--- src/sv/cmmd_pkg.sv ---
// Shared types and constants of the chunk min/max decimator.
`timescale 1ns / 1ps
`default_nettype none
package cmmd_pkg;

    localparam int INDEX_BITS  = 32;
    localparam int SAMPLE_BITS = 64;
    localparam int DATA_BITS   = 64;
    localparam int CFG_BITS    = 32;
    localparam int FILL_BITS   = 32;
    localparam int ADDR_BITS   = 3;
    localparam int CMP_BITS    = (INDEX_BITS > CFG_BITS) ? INDEX_BITS : CFG_BITS;
    localparam int KIND_COUNT  = 4;

    typedef enum logic [ADDR_BITS-1:0] {
        REG_CHUNK_SIZE     = 3'd0,
        REG_WINDOW_ENABLE  = 3'd1,
        REG_WINDOW_START   = 3'd2,
        REG_WINDOW_STOP    = 3'd3,
        REG_PAD_ENDPOINTS  = 3'd4,
        REG_SIGNED_COMPARE = 3'd5
    } reg_index_t;

    typedef enum logic [1:0] {
        KIND_FIRST = 2'd0,
        KIND_MIN   = 2'd1,
        KIND_MAX   = 2'd2,
        KIND_LAST  = 2'd3
    } kind_t;

    typedef struct packed {
        logic [CFG_BITS-1:0] chunk_size;
        logic                window_enable;
        logic [CFG_BITS-1:0] window_start;
        logic [CFG_BITS-1:0] window_stop;
        logic                pad_endpoints;
        logic                signed_compare;
    } cfg_t;

    // pend bit k set means a result of kind k is still owed
    typedef struct packed {
        logic [KIND_COUNT-1:0]  pend;
        logic                   col_end;
        logic [SAMPLE_BITS-1:0] sample;
        logic [SAMPLE_BITS-1:0] min_val;
        logic [SAMPLE_BITS-1:0] max_val;
    } bundle_t;

endpackage
`default_nettype wire

--- src/sv/cmmd_step.sv ---
// Per-sample state update: window check, running extremes, chunk flush decision.
`timescale 1ns / 1ps
`default_nettype none
module cmmd_step
(
    input  wire                              clk,
    input  wire                              rst_n,
    input  wire                              accept,
    input  wire [cmmd_pkg::SAMPLE_BITS-1:0]  sample,
    input  wire                              col_end,
    input  wire cmmd_pkg::cfg_t              cfg,
    output cmmd_pkg::bundle_t                bundle
);
    import cmmd_pkg::*;

    localparam logic [SAMPLE_BITS-1:0] SIGN_BIT  = {1'b1, {(SAMPLE_BITS-1){1'b0}}};
    localparam logic [INDEX_BITS-1:0]  INDEX_MAX = '1;

    logic [INDEX_BITS-1:0]  sample_index_reg, sample_index_next;
    logic [FILL_BITS-1:0]   chunk_fill_reg,   chunk_fill_next;
    logic [SAMPLE_BITS-1:0] running_min_reg,  running_min_next;
    logic [SAMPLE_BITS-1:0] running_max_reg,  running_max_next;

    logic [SAMPLE_BITS-1:0] key_flip;
    logic [SAMPLE_BITS-1:0] key_x, key_min, key_max;
    logic [FILL_BITS-1:0]   size;
    logic [FILL_BITS-1:0]   fill_inc, fill_new;
    logic [CMP_BITS-1:0]    idx_w;
    logic                   idx_at_stop;
    logic                   in_window;
    logic                   flush;
    logic                   emit_pair;

    always_comb
    begin
        key_flip = cfg.signed_compare ? SIGN_BIT : '0;
        key_x    = sample ^ key_flip;
        key_min  = running_min_reg ^ key_flip;
        key_max  = running_max_reg ^ key_flip;

        size = (cfg.chunk_size == '0) ? FILL_BITS'(1) : FILL_BITS'(cfg.chunk_size);

        idx_w       = CMP_BITS'(sample_index_reg);
        idx_at_stop = (idx_w == CMP_BITS'(cfg.window_stop));
        in_window   = !cfg.window_enable
                      || ((idx_w >= CMP_BITS'(cfg.window_start))
                          && (idx_w <= CMP_BITS'(cfg.window_stop)));

        fill_inc         = chunk_fill_reg + FILL_BITS'(1);
        fill_new         = chunk_fill_reg;
        running_min_next = running_min_reg;
        running_max_next = running_max_reg;
        flush            = 1'b0;

        if (in_window)
        begin
            if (chunk_fill_reg == '0)
            begin
                running_min_next = sample;
                running_max_next = sample;
            end
            else if (key_x > key_max)
            begin
                running_max_next = sample;
            end
            else if (key_x < key_min)
            begin
                running_min_next = sample;
            end
            fill_new = fill_inc;
            if (fill_inc >= size || (cfg.window_enable && idx_at_stop))
            begin
                flush = 1'b1;
            end
        end
        if (col_end && fill_new != '0)
        begin
            flush = 1'b1;
        end
        emit_pair = flush && (fill_new != '0);

        chunk_fill_next = (emit_pair || col_end) ? '0 : fill_new;

        if (col_end)
        begin
            sample_index_next = '0;
        end
        else if (sample_index_reg < INDEX_MAX)
        begin
            sample_index_next = sample_index_reg + INDEX_BITS'(1);
        end
        else
        begin
            sample_index_next = sample_index_reg;
        end

        bundle.pend[KIND_FIRST] = cfg.pad_endpoints && (sample_index_reg == '0);
        bundle.pend[KIND_MIN]   = emit_pair;
        bundle.pend[KIND_MAX]   = emit_pair;
        bundle.pend[KIND_LAST]  = cfg.pad_endpoints && col_end;
        bundle.col_end          = col_end;
        bundle.sample           = sample;
        bundle.min_val          = running_min_next;
        bundle.max_val          = running_max_next;
    end

    always_ff @(posedge clk or negedge rst_n)
    begin
        if (!rst_n)
        begin
            sample_index_reg <= '0;
            chunk_fill_reg   <= '0;
            running_min_reg  <= '0;
            running_max_reg  <= '0;
        end
        else if (accept)
        begin
            sample_index_reg <= sample_index_next;
            chunk_fill_reg   <= chunk_fill_next;
            running_min_reg  <= running_min_next;
            running_max_reg  <= running_max_next;
        end
    end

endmodule
`default_nettype wire

--- src/sv/chunk_min_max_decimator_unit.sv ---
// Top level of the chunk min/max decimator: configuration, result buffer, output stream.
`timescale 1ns / 1ps
`default_nettype none
// Min/max decimator for plotting. Each sample request is folded into the
// running chunk extremes in the cycle it is taken, and the results it causes
// (first endpoint, chunk minimum, chunk maximum, last endpoint, in that order)
// go into a result buffer that drains one result per cycle on the master side
// while m_axis_tready is high. A request that causes more than one result holds
// the slave side until the buffer drains, set by the single output port. The next
// request is taken in the same cycle the buffer's final result leaves. Write
// configuration only while the block is idle.
module chunk_min_max_decimator_unit
(
    input  wire                             clk,
    input  wire                             rst_n,
    input  wire                             cfg_wen,
    input  wire [cmmd_pkg::ADDR_BITS-1:0]   cfg_index,
    input  wire [cmmd_pkg::CFG_BITS-1:0]    cfg_data,
    input  wire                             s_axis_tvalid,
    output logic                            s_axis_tready,
    input  wire [cmmd_pkg::DATA_BITS-1:0]   s_axis_tdata,   // [63:0] sample_bits
    input  wire                             s_axis_tlast,   // column_end
    output logic                            m_axis_tvalid,
    input  wire                             m_axis_tready,
    output logic [cmmd_pkg::DATA_BITS-1:0]  m_axis_tdata,   // [63:0] result_value
    output logic                            m_axis_tlast,   // run_last
    output logic [2:0]                      m_axis_tuser    // [1:0] result_kind, [2] column_done
);
    import cmmd_pkg::*;

    cfg_t                   cfg_reg;
    logic [KIND_COUNT-1:0]  pend_reg;
    logic                   col_end_reg;
    logic [SAMPLE_BITS-1:0] sample_reg;
    logic [SAMPLE_BITS-1:0] min_reg;
    logic [SAMPLE_BITS-1:0] max_reg;
    bundle_t                step_bundle;
    logic [KIND_COUNT-1:0]  pend_next;
    logic                   one_left;
    logic                   pop;
    logic                   accept;
    kind_t                  kind;
    logic [SAMPLE_BITS-1:0] value;

    always_ff @(posedge clk or negedge rst_n)
    begin
        if (!rst_n)
        begin
            cfg_reg.chunk_size     <= CFG_BITS'(1);
            cfg_reg.window_enable  <= 1'b0;
            cfg_reg.window_start   <= '0;
            cfg_reg.window_stop    <= '0;
            cfg_reg.pad_endpoints  <= 1'b0;
            cfg_reg.signed_compare <= 1'b1;
        end
        else if (cfg_wen)
        begin
            case (cfg_index)
                REG_CHUNK_SIZE:     cfg_reg.chunk_size     <= cfg_data;
                REG_WINDOW_ENABLE:  cfg_reg.window_enable  <= cfg_data[0];
                REG_WINDOW_START:   cfg_reg.window_start   <= cfg_data;
                REG_WINDOW_STOP:    cfg_reg.window_stop    <= cfg_data;
                REG_PAD_ENDPOINTS:  cfg_reg.pad_endpoints  <= cfg_data[0];
                REG_SIGNED_COMPARE: cfg_reg.signed_compare <= cfg_data[0];
                default:            ;
            endcase
        end
    end

    cmmd_step u_step
    (
        .clk     (clk),
        .rst_n   (rst_n),
        .accept  (accept),
        .sample  (s_axis_tdata[SAMPLE_BITS-1:0]),
        .col_end (s_axis_tlast),
        .cfg     (cfg_reg),
        .bundle  (step_bundle)
    );

    always_comb
    begin
        one_left      = ((pend_reg & (pend_reg - KIND_COUNT'(1))) == '0);
        m_axis_tvalid = (pend_reg != '0);
        pop           = m_axis_tvalid && m_axis_tready;
        pend_next     = pend_reg & (pend_reg - KIND_COUNT'(1));
        s_axis_tready = !m_axis_tvalid || (m_axis_tready && one_left);
        accept        = s_axis_tvalid && s_axis_tready;

        if (pend_reg[KIND_FIRST])
        begin
            kind = KIND_FIRST;
        end
        else if (pend_reg[KIND_MIN])
        begin
            kind = KIND_MIN;
        end
        else if (pend_reg[KIND_MAX])
        begin
            kind = KIND_MAX;
        end
        else
        begin
            kind = KIND_LAST;
        end

        case (kind)
            KIND_MIN: value = min_reg;
            KIND_MAX: value = max_reg;
            default:  value = sample_reg;
        endcase

        m_axis_tdata = DATA_BITS'(value);
        m_axis_tlast = one_left;
        m_axis_tuser = {one_left && col_end_reg, kind};
    end

    // hold the pending mask under reset; payload follows the request
    always_ff @(posedge clk or negedge rst_n)
    begin
        if (!rst_n)
        begin
            pend_reg <= '0;
        end
        else if (accept)
        begin
            pend_reg <= step_bundle.pend;
        end
        else if (pop)
        begin
            pend_reg <= pend_next;
        end
    end

    always_ff @(posedge clk)
    begin
        if (accept)
        begin
            col_end_reg <= step_bundle.col_end;
            sample_reg  <= step_bundle.sample;
            min_reg     <= step_bundle.min_val;
            max_reg     <= step_bundle.max_val;
        end
    end

endmodule
`default_nettype wire
--- config.mk ---
export PLATFORM = sky130hd
export DESIGN_NAME = chunk_min_max_decimator_unit
export DESIGN_NICKNAME = d
export VERILOG_FILES = /design/src/sv/cmmd_pkg.sv /design/src/sv/cmmd_step.sv /design/src/sv/chunk_min_max_decimator_unit.sv
export SDC_FILE = /design/constraint.sdc
export NUM_CORES = 1
export LEC_CHECK = 0
export ABC_AREA = 1
export BUFFER_PORTS_ARGS = -buffer_cell sky130_fd_sc_hd__clkbuf_2
export CORE_UTILIZATION = 29
export CTS_BUF_LIST = sky130_fd_sc_hd__clkbuf_4 sky130_fd_sc_hd__clkbuf_8
export CTS_CLUSTER_SIZE = 10
export DETAILED_ROUTE_END_ITERATION = 8
export PLACE_DENSITY = 0.42
export SETUP_SLACK_MARGIN = 0.3
export SLEW_MARGIN = 20
export SYNTH_ARGS = -nofsm -noshare
export SYNTH_HDL_FRONTEND = slang
export SYNTH_SLANG_ARGS = --single-unit
--- constraint.sdc ---
create_clock -name clk -period 19.5 [get_ports clk]
set_clock_uncertainty 0.1 [all_clocks]
set_input_delay 2.925 -clock clk [delete_from_list [all_inputs] [get_ports clk]]
set_output_delay 2.925 -clock clk [all_outputs]
set_load 0.005 [all_outputs]
==> summary.md <==
| Metric | Value |
|---|---|
| Leakage | 0.0155 µW |
| Via density | 4.57 |
| Htree depth | 3 |
| Crit path DAT | 7.00 ns |
| Area contributors post-synth | dfrtp_1 (26%), edfxtp_1 (21%), nand2_1 (12%) |
| Critical path buffer and inverter count | 3 |
| Die height | 313 µm |
| DRC | 0 |
| Antenna Nets Post-Route | 0 |
| Share of the synthesized area in the top cell type | 26.1% |
| Worst path required time | 19.87 ns |
| Fillers | 10,200 |
| Via count | 22,300 |
| Post-synth top area cell | dfrtp_1 |
| Most frequent cells in the layout | nand2_1 (926), inv_1 (448), dfrtp_1 (293) |
| R2R cell count | 23 |
| Final worst path period share | 34.0% |
| Synth Area in Compound Gates | 10.1% |
| Rows | 113 |
| Worst slew pin tran | 1.02 ns |
| Area growth, synth to finish | 14.8% |
| Die width | 313 µm |
| CTS tree | done |
| First-pass GRT wire length | 129 mm |
| Post-synthesis sequential area ratio | 46.9% |
| Initial Util | 29.4% |
| RSZ-0062 raised after global routing | no |
| Worst reg2reg setup slack | 14.38 ns |
| Initial antenna violation count | 2 |
| Number of unique standard cell types used by synthesis | 58 |
| CP max stage cell | nor4b_1 |
| Synth Area in Simple Gates | 23.8% |
| CTS Buffer Depth | 3 |
| Largest family of logic cells by synthesized area | simple AND/OR/NAND/NOR gates |
| CP peak stage delay | 0.75 ns |
| Peak VDD IR | 0.000173 V |
| Syn_nets | 3,682 |
| Post-CTS sizing | 0 |
| Placer Congestion | 0.800 |
| Final TNS setup | 0 ns |
| Max FFs per register | 99 |
| Layout cell share with drive strength beyond 1 | 12.7% |
| Post-Synth XOR/XNOR Area | 0.900% |
| Net count, final | 3,856 |
| Adder-Cell Fraction of Synth Area | 10.1% |
| Syn Inst Count | 3,350 |
| Largest net degree at the start of global routing | 80 |
| DP HPWL | 56.5 mm |
| Max Fclk | 151 MHz |
| Iteration-0 DRC Markers | 1,475 |
| Cell Area, Synth | 28,100 µm² |
| Mux cell area share after synthesis | 0% |
| Drt first pass iters | 5 |
| Tightest Hold Check Type | reg2reg |
| Gr usage total | 17.0% |
| Worst Hold Path Cells | 2 |
| YS warnings | 0 |
| Core area | 95,400 µm² |
| PnR Total Power | 5160 µW |
| CTS Hold Bufs | 0 |
| Final std cells w/o fill | 4,870 |
| CP max FO | 37 |
| Critical hold path startpoint | u_step.running_min_reg[60]$_DFFE_PN0P_ |
| Clk sink count | 488 |
| Final Hold Fails | 0 |
| Status | complete, no violations |
| WS Path Type | in2reg |
| Die area | 98,100 µm² |
| Fin util | 33.8% |
| Final setup fails | 0 |
| Number of synthesized register bits | 488 |
| Max-Cap Viols | 0 |
| Clock Pin Slew Worst Setup and Hold Paths | 0.05 ns |
| CTS buffer count | 98 |
| Slew Viols, Final | 0 |
| Main synth FF type | dfrtp_1 |
| Post-CTS Setup Bufs | 0 |
| Largest delay contributor family on the critical path | simple AND/OR/NAND/NOR gates |
| Most common cell after layout, fill and taps aside | nand2_1 |
| CP dominant cell by count | nand3_1 |
| Startpoint Class | input port |
| EDFF count, synth | 193 |
| Async S/R FF share, synth | 60.5% |
| Buffers on Ports | 174 |
| Cell Pwr Density | 160 nW/µm² |
| Crit Reg-Reg Startpoint | u_step.idx_w[7]$_DFFE_PN0P_ |
| Syn Area/Cell | 8.39 µm² |
| CP endpoint kind | flip-flop |
| Clock root buffer | clkbuf_8 |
| Worst Hold Endpoint | u_step.running_min_reg[60]$_DFFE_PN0P_ |
| R2r endpoint | u_step.chunk_fill_reg[21]$_DFFE_PN0P_ |
| Post-Route WL | 82.8 mm |
| Worst-Skew Late Latency | 0.73 ns |
| DR WL/cell | 17.0 µm |
| # IOs | 175 |
| Final hold slack | 0.376 ns |
| Slew margin rel. | 31.9% |
| Via count of the first global-routing pass | 22,300 |
| Minimum clock period | 6.64 ns |
| Placed instance count | 4,689 |
| Cells along the critical path | clkbuf_2 -> xor2_1 -> ha_1 -> nand2_1 -> inv_1 -> nand3_1 -> nor3_1 -> nor4b_1 -> nand3_1 -> a21o_1 -> nand3_1 -> nand2_4 -> nand2_2 -> buf_4 -> nand2_1 -> and2_1 |
| GRT overflow | 0 |
==> how the worst max path moves through the flow <==
stage          cells past startpoint  slack, ns                     to             start
3_3_place_gp                      16      11.99  min_reg[51]$_DFFE_PP_  s_axis_tdata[63]
5_1_grt                           16      12.61  min_reg[54]$_DFFE_PP_  s_axis_tdata[63]
3_5_place_dp                      16      12.02  min_reg[35]$_DFFE_PP_  s_axis_tdata[63]
2_1_floorplan                      6       9.84  col_end_reg$_DFFE_PP_     m_axis_tready
6_report                          16      12.86  min_reg[53]$_DFFE_PP_  s_axis_tdata[63]
4_1_cts                           16      12.82  min_reg[53]$_DFFE_PP_  s_axis_tdata[63]
==> power breakdown <==
part | internal, µW | switching, µW | total (µW) | leakage, µW
Clock | 593 | 484 | 1080 | 0.00107
Combinational | 759 | 1600 | 2360 | 0.00882
Sequential | 1540 | 184 | 1730 | 0.00560
Total | 2890 | 2270 | 5160 | 0.0155
==> synthesized netlist by cell type, types with 5 or more instances <==
cell	count
buf_2	10
inv_1	449
nand2_2	6
o21ai_1	6
a22oi_1	64
clkbuf_1	88
nor2_2	5
o221ai_1	6
edfxtp_1	193
and2_1	64
nand4_1	44
xor2_1	23
inv_2	12
dfrtp_1	293
nor2_4	5
a211oi_1	6
o21a_1	8
ha_1	227
nand3_1	206
nor3_1	37
nand3_2	32
nand2_1	931
nor2_1	135
o21ai_0	265
nor4_1	24
buf_1	18
a21oi_1	133
==> per-layer routing <==
metal	track usage [%]	wire length, µm
met1	22.7	39100
met2	28.3	38500
met3	3.05	3500
met4	4.18	1700
met5	0	11
==> layout make-up <==
type                    count  area [µm²]  share of cell area (%)
inverters                 465        1750                    5.42
repair buffers            199        1070                    3.31
clock buffers             151        1800                    5.59
multi-input cells        2272       12700                    39.3
diodes                      1        2.50                 0.00776
flip-flops and latches    488       13200                    40.9
well taps                1265        1580                    4.91
clock inverters            29         188                   0.582
==> logic make-up (layout without fill, tap and decap cells) <==
family	after synthesis	after routing
AO/OA/AOI/OAI	510	510
XOR/XNOR	28	28
adder cells (fa/ha/maj)	227	227
buffers and inverters	590	844
flip-flops	488	488
other	0	1
AND/OR/NAND/NOR	1507	1507
==> worst reg2reg max path, delay by kind of cell, from the launching register on <==
kind | cells | cell delay, ns
flip-flops | 1 | 0.47
AND/OR/NAND/NOR | 20 | 3.00
adder cells (fa/ha/maj) | 1 | 0.33
buffers and inverters | 2 | 1.10
==> through the flow <==
step | cell area (µm²) | setup WS [ns]
floorplan | 28100 | 9.84
global placement | 30200 | 11.99
detailed placement | 30200 | 12.02
CTS | 32200 | 12.82
global route | 32200 | 12.61
finish | 32200 | 12.86
Power figures use the tool's default switching activity.
